--- config.mk ---
export PLATFORM = sky130hd
export DESIGN_NAME = pjh_rsp_stage
export DESIGN_NICKNAME = d
export VERILOG_FILES = /design/src/rtl/pjh_pkg.sv /design/src/rtl/pjh_rsp_stage.sv
export SDC_FILE = /design/constraint.sdc
export NUM_CORES = 1
export LEC_CHECK = 0
export BUFFER_PORTS_ARGS = -buffer_cell sky130_fd_sc_hd__clkbuf_2
export CAP_MARGIN = 5
export CORE_ASPECT_RATIO = 0.6
export CORE_MARGIN = 5
export CORE_UTILIZATION = 41
export CTS_CLUSTER_SIZE = 28
export DETAILED_ROUTE_END_ITERATION = 6
export PLACE_DENSITY_LB_ADDON = 0.2
export SETUP_SLACK_MARGIN = 0.4
export SYNTH_ARGS = -nofsm -noshare
export SYNTH_HDL_FRONTEND = slang
export SYNTH_SLANG_ARGS = --single-unit
--- constraint.sdc ---
create_clock -name clock -period 0.8 [get_ports clock]
set_input_delay 0.12 -clock clock [delete_from_list [all_inputs] [get_ports clock]]
set_output_delay 0.12 -clock clock [all_outputs]
set_load 0.1 [all_outputs]
--- src/rtl/pjh_pkg.sv ---
// pjh_pkg: shared types, codes and the rank compare of the job heap scheduler.
// No dependencies; imported by pjh_rsp_stage, priority_job_heap_scheduler and the testbench.
package pjh_pkg;

   localparam logic OP_PUSH = 1'b0;
   localparam logic OP_POP  = 1'b1;

   localparam logic [1:0] STATUS_OK    = 2'd0;
   localparam logic [1:0] STATUS_EMPTY = 2'd1;
   localparam logic [1:0] STATUS_FULL  = 2'd2;

   // one heap slot as held in the entry memory
   typedef struct packed {
      logic [7:0]  prio;
      logic [31:0] seq;
      logic [15:0] ident;
      logic [15:0] runtime;
      logic [31:0] arrival;
   } entry_type;

   // one result item on its way to the response channel
   typedef struct packed {
      logic [1:0]  status;
      logic [15:0] ident;
      logic [7:0]  prio;
      logic [31:0] wait_ticks;
      logic [31:0] turn_ticks;
      logic [6:0]  occupancy;
   } res_type;

   // true when a ranks strictly above b: higher priority, then older sequence
   function automatic logic ranks_above(entry_type a, entry_type b);
      logic r;
      if (a.prio != b.prio) begin
         r = (a.prio > b.prio);
      end else begin
         r = (a.seq < b.seq);
      end
      return r;
   endfunction

endpackage

--- src/rtl/pjh_rsp_stage.sv ---
// pjh_rsp_stage: output register of the response channel.
// Depends on pjh_pkg (res_type).
module pjh_rsp_stage (
   input  logic              clock,
   input  logic              reset,
   input  logic              load,
   input  pjh_pkg::res_type  res,
   output logic              free,
   output logic              rsp_valid,
   input  logic              rsp_ready,
   output logic [1:0]        rsp_status,
   output logic [15:0]       rsp_served_ident,
   output logic [7:0]        rsp_served_priority,
   output logic [31:0]       rsp_wait_ticks,
   output logic [31:0]       rsp_turnaround_ticks,
   output logic [6:0]        rsp_occupancy
);
   import pjh_pkg::*;

   logic    valid_ff, valid_in;
   res_type data_ff;

   // slot frees when empty or when the held result transfers this cycle
   assign free     = !valid_ff || rsp_ready;
   assign valid_in = load ? 1'b1 : (valid_ff && !rsp_ready);

   always_ff @(posedge clock) begin
      if (reset) begin
         valid_ff <= 1'b0;
      end else begin
         valid_ff <= valid_in;
      end
   end

   always_ff @(posedge clock) begin
      if (load) begin
         data_ff <= res;
      end
   end

   assign rsp_valid            = valid_ff;
   assign rsp_status           = data_ff.status;
   assign rsp_served_ident     = data_ff.ident;
   assign rsp_served_priority  = data_ff.prio;
   assign rsp_wait_ticks       = data_ff.wait_ticks;
   assign rsp_turnaround_ticks = data_ff.turn_ticks;
   assign rsp_occupancy        = data_ff.occupancy;

endmodule

==> qor.csv, run 1 <==
stage,metric,value,unit
power_and_ir_drop,p_leak,0.00261,uW
run_status,violations,"hold timing, setup timing",
global_routing,grt_max_degree,18,
timing,finalHoldViolCount,98,
setup_path,path_cells,buf_12,
detailed_routing,avgViaCountPerCell,4.55,
synthesis,synth_top_area_share,0.984,
clock_network,clockRootBuffer,clkbuf_16,
job,max_cap_viol_count,0,
floorplanning,io_pins,200,
detailed_routing,wl,9.60,mm
synthesis,ys.flop_type,edfxtp_1,
timing,relSlewSlack,0.892,
clock_network,cts_tree,built,
setup_path,max_stage_delay,450,ps
clock_network,insertion_delay,330,ps
floorplanning,rows,24,
global_routing,grt_pass1_vias,2033,
clock_network,cts.sinks,98,
timing,max_clock_freq,0.903,GHz
synthesis,yosys_warnings,0,
floorplanning,initial_core_util,0.414,
synthesis,synth_nets,202,
cells_and_area,final_util,0.864,
cells_and_area,synthToLayoutAreaGrowth,109,%
global_routing,grt_pass1_wl,13.3,mm
clock_network,htree_levels,3,
synthesis,synth-edff-count,97,
cells_and_area,n_antenna_cell,0,
timing,tightest_slew,162,ps
global_routing,top_usage_layer,met2,
floorplanning,core-area,0.00715,mm^2
setup_path,arrival,990,ps
setup_path,critPathSlowestCell,edfxtp_1,
synthesis,yosys.cell_count.top_type,edfxtp_1,
timing,setup_ws,-307,ps
clock_network,clk_pin_slew,60,ps
setup_path,end_kind,output port,
timing,rsz0062_at_grt,yes,
synthesis,syn_area,0.00296,mm^2
clock_network,numCtsBuffers,9,
setup_path,cp_max_fo,1,
detailed_routing,dr.first_iter.drc_count,155,
global_routing,grtUsageMet2,0.393,
detailed_routing,dr.pass1.iters,6,
setup_path,cp-start-kind,flop,
synthesis,syn_avg_cell_area,29.3,um^2
global_routing,antenna_found_initial,0,
global_routing,gr-usage-met3,0.116,
synthesis,synth-async-reset-ratio,0,
global_routing,track_usage,0.215,
timing,min_period,1110,ps
floorplanning,die_y,75.8,um
timing,setup_viol,99,
setup_path,critical-path-top-delay-family,flip-flops,
detailed_routing,drt_drc_violations_left,0,
timing,period_share,1.38,
global_routing,grt_util_met1,0.221,
global_routing,grt_overflow,0,
synthesis,synth_common_cells,"edfxtp_1, a21oi_2, dfxtp_1, inv_1, nand2b_4",
worst_hold_path,holdCritPathClass,input pin to flop,
synthesis,ys_seq_elements,98,
detailed_routing,detail_route.wl_per_cell,22.9,um
run_status,status,finished with violations,
cells_and_area,nets,424,
synthesis,syn_inst,101,
detailed_routing,vias,1907,
detailed_routing,ant_nets,0,
floorplanning,die_area,0.00907,mm^2
cells_and_area,final_layout_size_suffix_gt1_frac,0.692,
synthesis,synth.area.top_cells,"edfxtp_1, dfxtp_1, nand2b_4, a21oi_2, inv_1",
power_and_ir_drop,ir_drop,2490,uV
cells_and_area,fill_cells,302,
setup_path,required,680,ps
timing,tns,-26420,ps
timing,fin_skew,0,ps
synthesis,post_synth_num_cell_types,5,
setup_path,critPathKind,flop to output port,
synthesis,yosys.area.top_type,edfxtp_1,
clock_network,clockBufferDepth,2,
placement,hpwl,6.78,mm
placement,gp_congestion,0.710,
timing,slew_violations,0,
power_and_ir_drop,p_per_area,2590,mW/mm^2
synthesis,yosysSeqAreaShare,0.991,
placement,port_buffers,199,
setup_path,worst-path-buf-inv,1,
floorplanning,die_x,120,um
timing,holdWs,-63.1,ps
sequential cells by signal (all words and copies together) (netlist names):
signal	flops
rsp_occupancy	7
rsp_served_ident	16
rsp_served_priority	8
rsp_status	2
rsp_turnaround_ticks	32
rsp_valid	1
rsp_wait_ticks	32
power by group:
part | leakage (uW) | total [uW] | switching, uW | internal, uW
Clock | 0.000148 | 4410 | 1720 | 2700
Sequential | 0.000958 | 6470 | 346 | 6120
Combinational | 0.00150 | 5090 | 3310 | 1780
worst paths after layout:
| path | slack, ps | start | cells past startpoint | endpoint |
|---|---|---|---|---|
| worst min-delay path | -60 | reset | 2 | rsp_valid |
| worst max register to register | 40 | rsp_valid | 3 | rsp_valid |
| worst min register to register | 630 | rsp_valid | 3 | rsp_valid |
| worst max-delay path | -310 | rsp_turnaround_ticks[9] | 1 | rsp_turnaround_ticks[9] |
layout by cell type (no fill, tap or decap), drive strengths merged:
cell,netlist,final
clkinvlp,0,1
inv,1,1
clkinv,0,4
nand2b,1,1
buf,0,110
clkbuf,0,110
bufinv,0,2
a21oi,1,1
edfxtp,97,97
dfxtp,1,1
area by class of cell:
type	instances	area [um^2]	area share
flip-flops and latches	98	2940	0.475
inverters	1	3.75	0.000608
clock inverters	7	83.8	0.0136
well taps	91	114	0.0184
multi-input cells	2	22.5	0.00365
clock buffers	9	225	0.0365
repair buffers	211	2790	0.452
repair_timing:
item | in CTS | in global routing
cloned | 5 | 2
setup endpoints to repair | 197 | 130
setup buffers | 0 | 1
gates resized for setup | 13 | 0
hold endpoints to repair | 98 | 98
layer usage:
metal | share of wire | routed length [um]
met5 | 0 | 0
met4 | 0.011 | 103
met3 | 0.13 | 1210
met2 | 0.53 | 5130
met1 | 0.33 | 3160
cells by family (layout without fill, tap and decap cells):
logic type,count (synthesis),after routing,share of synthesized area
flops,98,98,0.991
compound gates,1,1,0.00296
buf+inv,1,228,0.00127
simple gates,1,1,0.00465
stage by stage:
| stage | std cells | area (um^2) | setup WS [ps] | hold slack [ps] | total power, uW |
|---|---|---|---|---|---|
| after floorplan | 101 | 2960 | -224 | 173 | 9250 |
| after global placement | 395 | 5630 | -8.06 | 275 | 11400 |
| after detailed placement | 395 | 5630 | -30.1 | 281 | 11500 |
| after CTS | 416 | 6120 | -305 | -74.3 | 16000 |
| after global routing | 419 | 6180 | -345 | -76.3 | 16500 |
| final | 419 | 6180 | -307 | -63.1 | 16000 |
(Power assumes the default switching activity.)
==> inputs of run 2 (changes only) <==
RECOVER_POWER = 25   (was unset)
SETUP_SLACK_MARGIN = unset   (was 0.4)
==> run 2 against run 1 <==
The run now fails in 4_1_cts. Synthesized area unchanged. Synthesized cell count unchanged.
==> qor.csv, run 2 <==
stage,metric,value,unit
clock_network,cts.sinks,98,
placement,hpwl,6.78,mm
clock_network,cts_resized,0,
run_status,status,aborted with a tool error,
synthesis,yosys_warnings,0,
clock_network,cts_hold_buf,98,
synthesis,synth.area.top_cells,"edfxtp_1, dfxtp_1, nand2b_4, a21oi_2, inv_1",
clock_network,clockRootBuffer,clkbuf_16,
synthesis,post_synth_num_cell_types,5,
floorplanning,die_y,75.8,um
run_status,error,[ERROR DPL-0033] detailed placement checks failed during check placement.,
synthesis,yosys.area.top_type,edfxtp_1,
clock_network,postCtsSetupBuffers,0,
floorplanning,die_x,120,um
placement,port_buffers,199,
synthesis,yosys.cell_count.top_type,edfxtp_1,
synthesis,synth_top_area_share,0.984,
synthesis,synth_common_cells,"edfxtp_1, a21oi_2, dfxtp_1, inv_1, nand2b_4",
synthesis,synth-async-reset-ratio,0,
synthesis,synth_nets,202,
synthesis,synth-edff-count,97,
floorplanning,rows,24,
synthesis,ys_seq_elements,98,
run_status,lastStage,4_1_cts,
floorplanning,initial_core_util,0.414,
synthesis,syn_inst,101,
clock_network,clockBufferDepth,2,
clock_network,numCtsBuffers,9,
synthesis,ys.flop_type,edfxtp_1,
floorplanning,io_pins,200,
placement,gp_congestion,0.710,
synthesis,yosysSeqAreaShare,0.991,
synthesis,syn_area,0.00296,mm^2
clock_network,htree_levels,3,
synthesis,syn_avg_cell_area,29.3,um^2
[run 2: cell counts after synthesis]
Identical to the previous run, type by type.
[run 2: logic make-up after synthesis]
logic type      after synthesis  share of synthesized area
flops                        98                      0.991
compound gates                1                    0.00296
simple gates                  1                    0.00465
buf+inv                       1                    0.00127
[run 2: per-stage QoR]
| stage | instances | utilization | worst slack [ps] | instance area (um^2) |
|---|---|---|---|---|
| after floorplan | 101 | - | -224 | 2960 |
| after global placement | 395 | 0.788 | -8.06 | 5630 |
| after detailed placement | 395 | 0.788 | -30.1 | 5630 |
==> inputs of run 3 (changes only) <==
CORE_ASPECT_RATIO = unset   (was 0.6)
CORE_UTILIZATION = 40   (was 41)
CTS_CLUSTER_SIZE = unset   (was 28)
PLACE_DENSITY_LB_ADDON = 0.15   (was 0.2)
==> run 3 against run 2 <==
The run again fails in 4_1_cts. Synthesized area is the same. Synthesized cell count is the same.
==> qor.csv, run 3 <==
stage,metric,value,unit
synthesis,ys_seq_elements,98,
synthesis,synth_top_area_share,0.984,
synthesis,synth_xor_area_frac,0,
placement,port_buffers,199,
clock_network,cts_resized,0,
synthesis,ys.flop_type,edfxtp_1,
placement,placedInstanceArea,0.00563,mm^2
clock_network,htree_levels,3,
clock_network,cts.sinks,98,
synthesis,yosys.cell_count.top_type,edfxtp_1,
floorplanning,io_pins,200,
synthesis,synth.area.top_cells,"edfxtp_1, dfxtp_1, nand2b_4, a21oi_2, inv_1",
synthesis,yosys.area.top_type,edfxtp_1,
clock_network,postCtsSetupBuffers,1,
placement,gp_congestion,0.741,
placement,hpwl,6.22,mm
run_status,status,aborted with a tool error,
run_status,error,[ERROR DPL-0033] detailed placement checks failed during check placement.,
synthesis,synth_compound_area_frac,0.00296,
synthesis,synthSimpleGateAreaFrac,0.00465,
synthesis,yosys_warnings,0,
synthesis,synth-edff-count,97,
synthesis,synth_top_family_by_area,simple AND/OR/NAND/NOR gates,
floorplanning,die_x,96.0,um
synthesis,syn_inst,101,
synthesis,synthAdderAreaFrac,0,
synthesis,synth_nets,202,
synthesis,syn_avg_cell_area,29.3,um^2
synthesis,synth-async-reset-ratio,0,
clock_network,clockBufferDepth,2,
synthesis,yosysSeqAreaShare,0.991,
synthesis,syn_area,0.00296,mm^2
clock_network,clockRootBuffer,clkbuf_8,
run_status,lastStage,4_1_cts,
placement,pre_cts_ws,-31.5,ps
floorplanning,die_y,96.0,um
clock_network,numCtsBuffers,9,
synthesis,synth_common_cells,"edfxtp_1, a21oi_2, dfxtp_1, inv_1, nand2b_4",
synthesis,post_synth_num_cell_types,5,
floorplanning,rows,31,
floorplanning,initial_core_util,0.410,
synthesis,muxShareOfSynthArea,0,
clock_network,cts_hold_buf,98,
[run 3: cell counts after synthesis]
Identical to the previous run, type by type.
[run 3: logic make-up after synthesis]
logic type / Yosys count
compound gates: 1
buf+inv: 1
flops: 98
simple gates: 1
[run 3: metrics by stage]
stage                     std cells  TNS (ps)
after floorplan                 101    -22060
after global placement          402      -682
after detailed placement        402     -2190
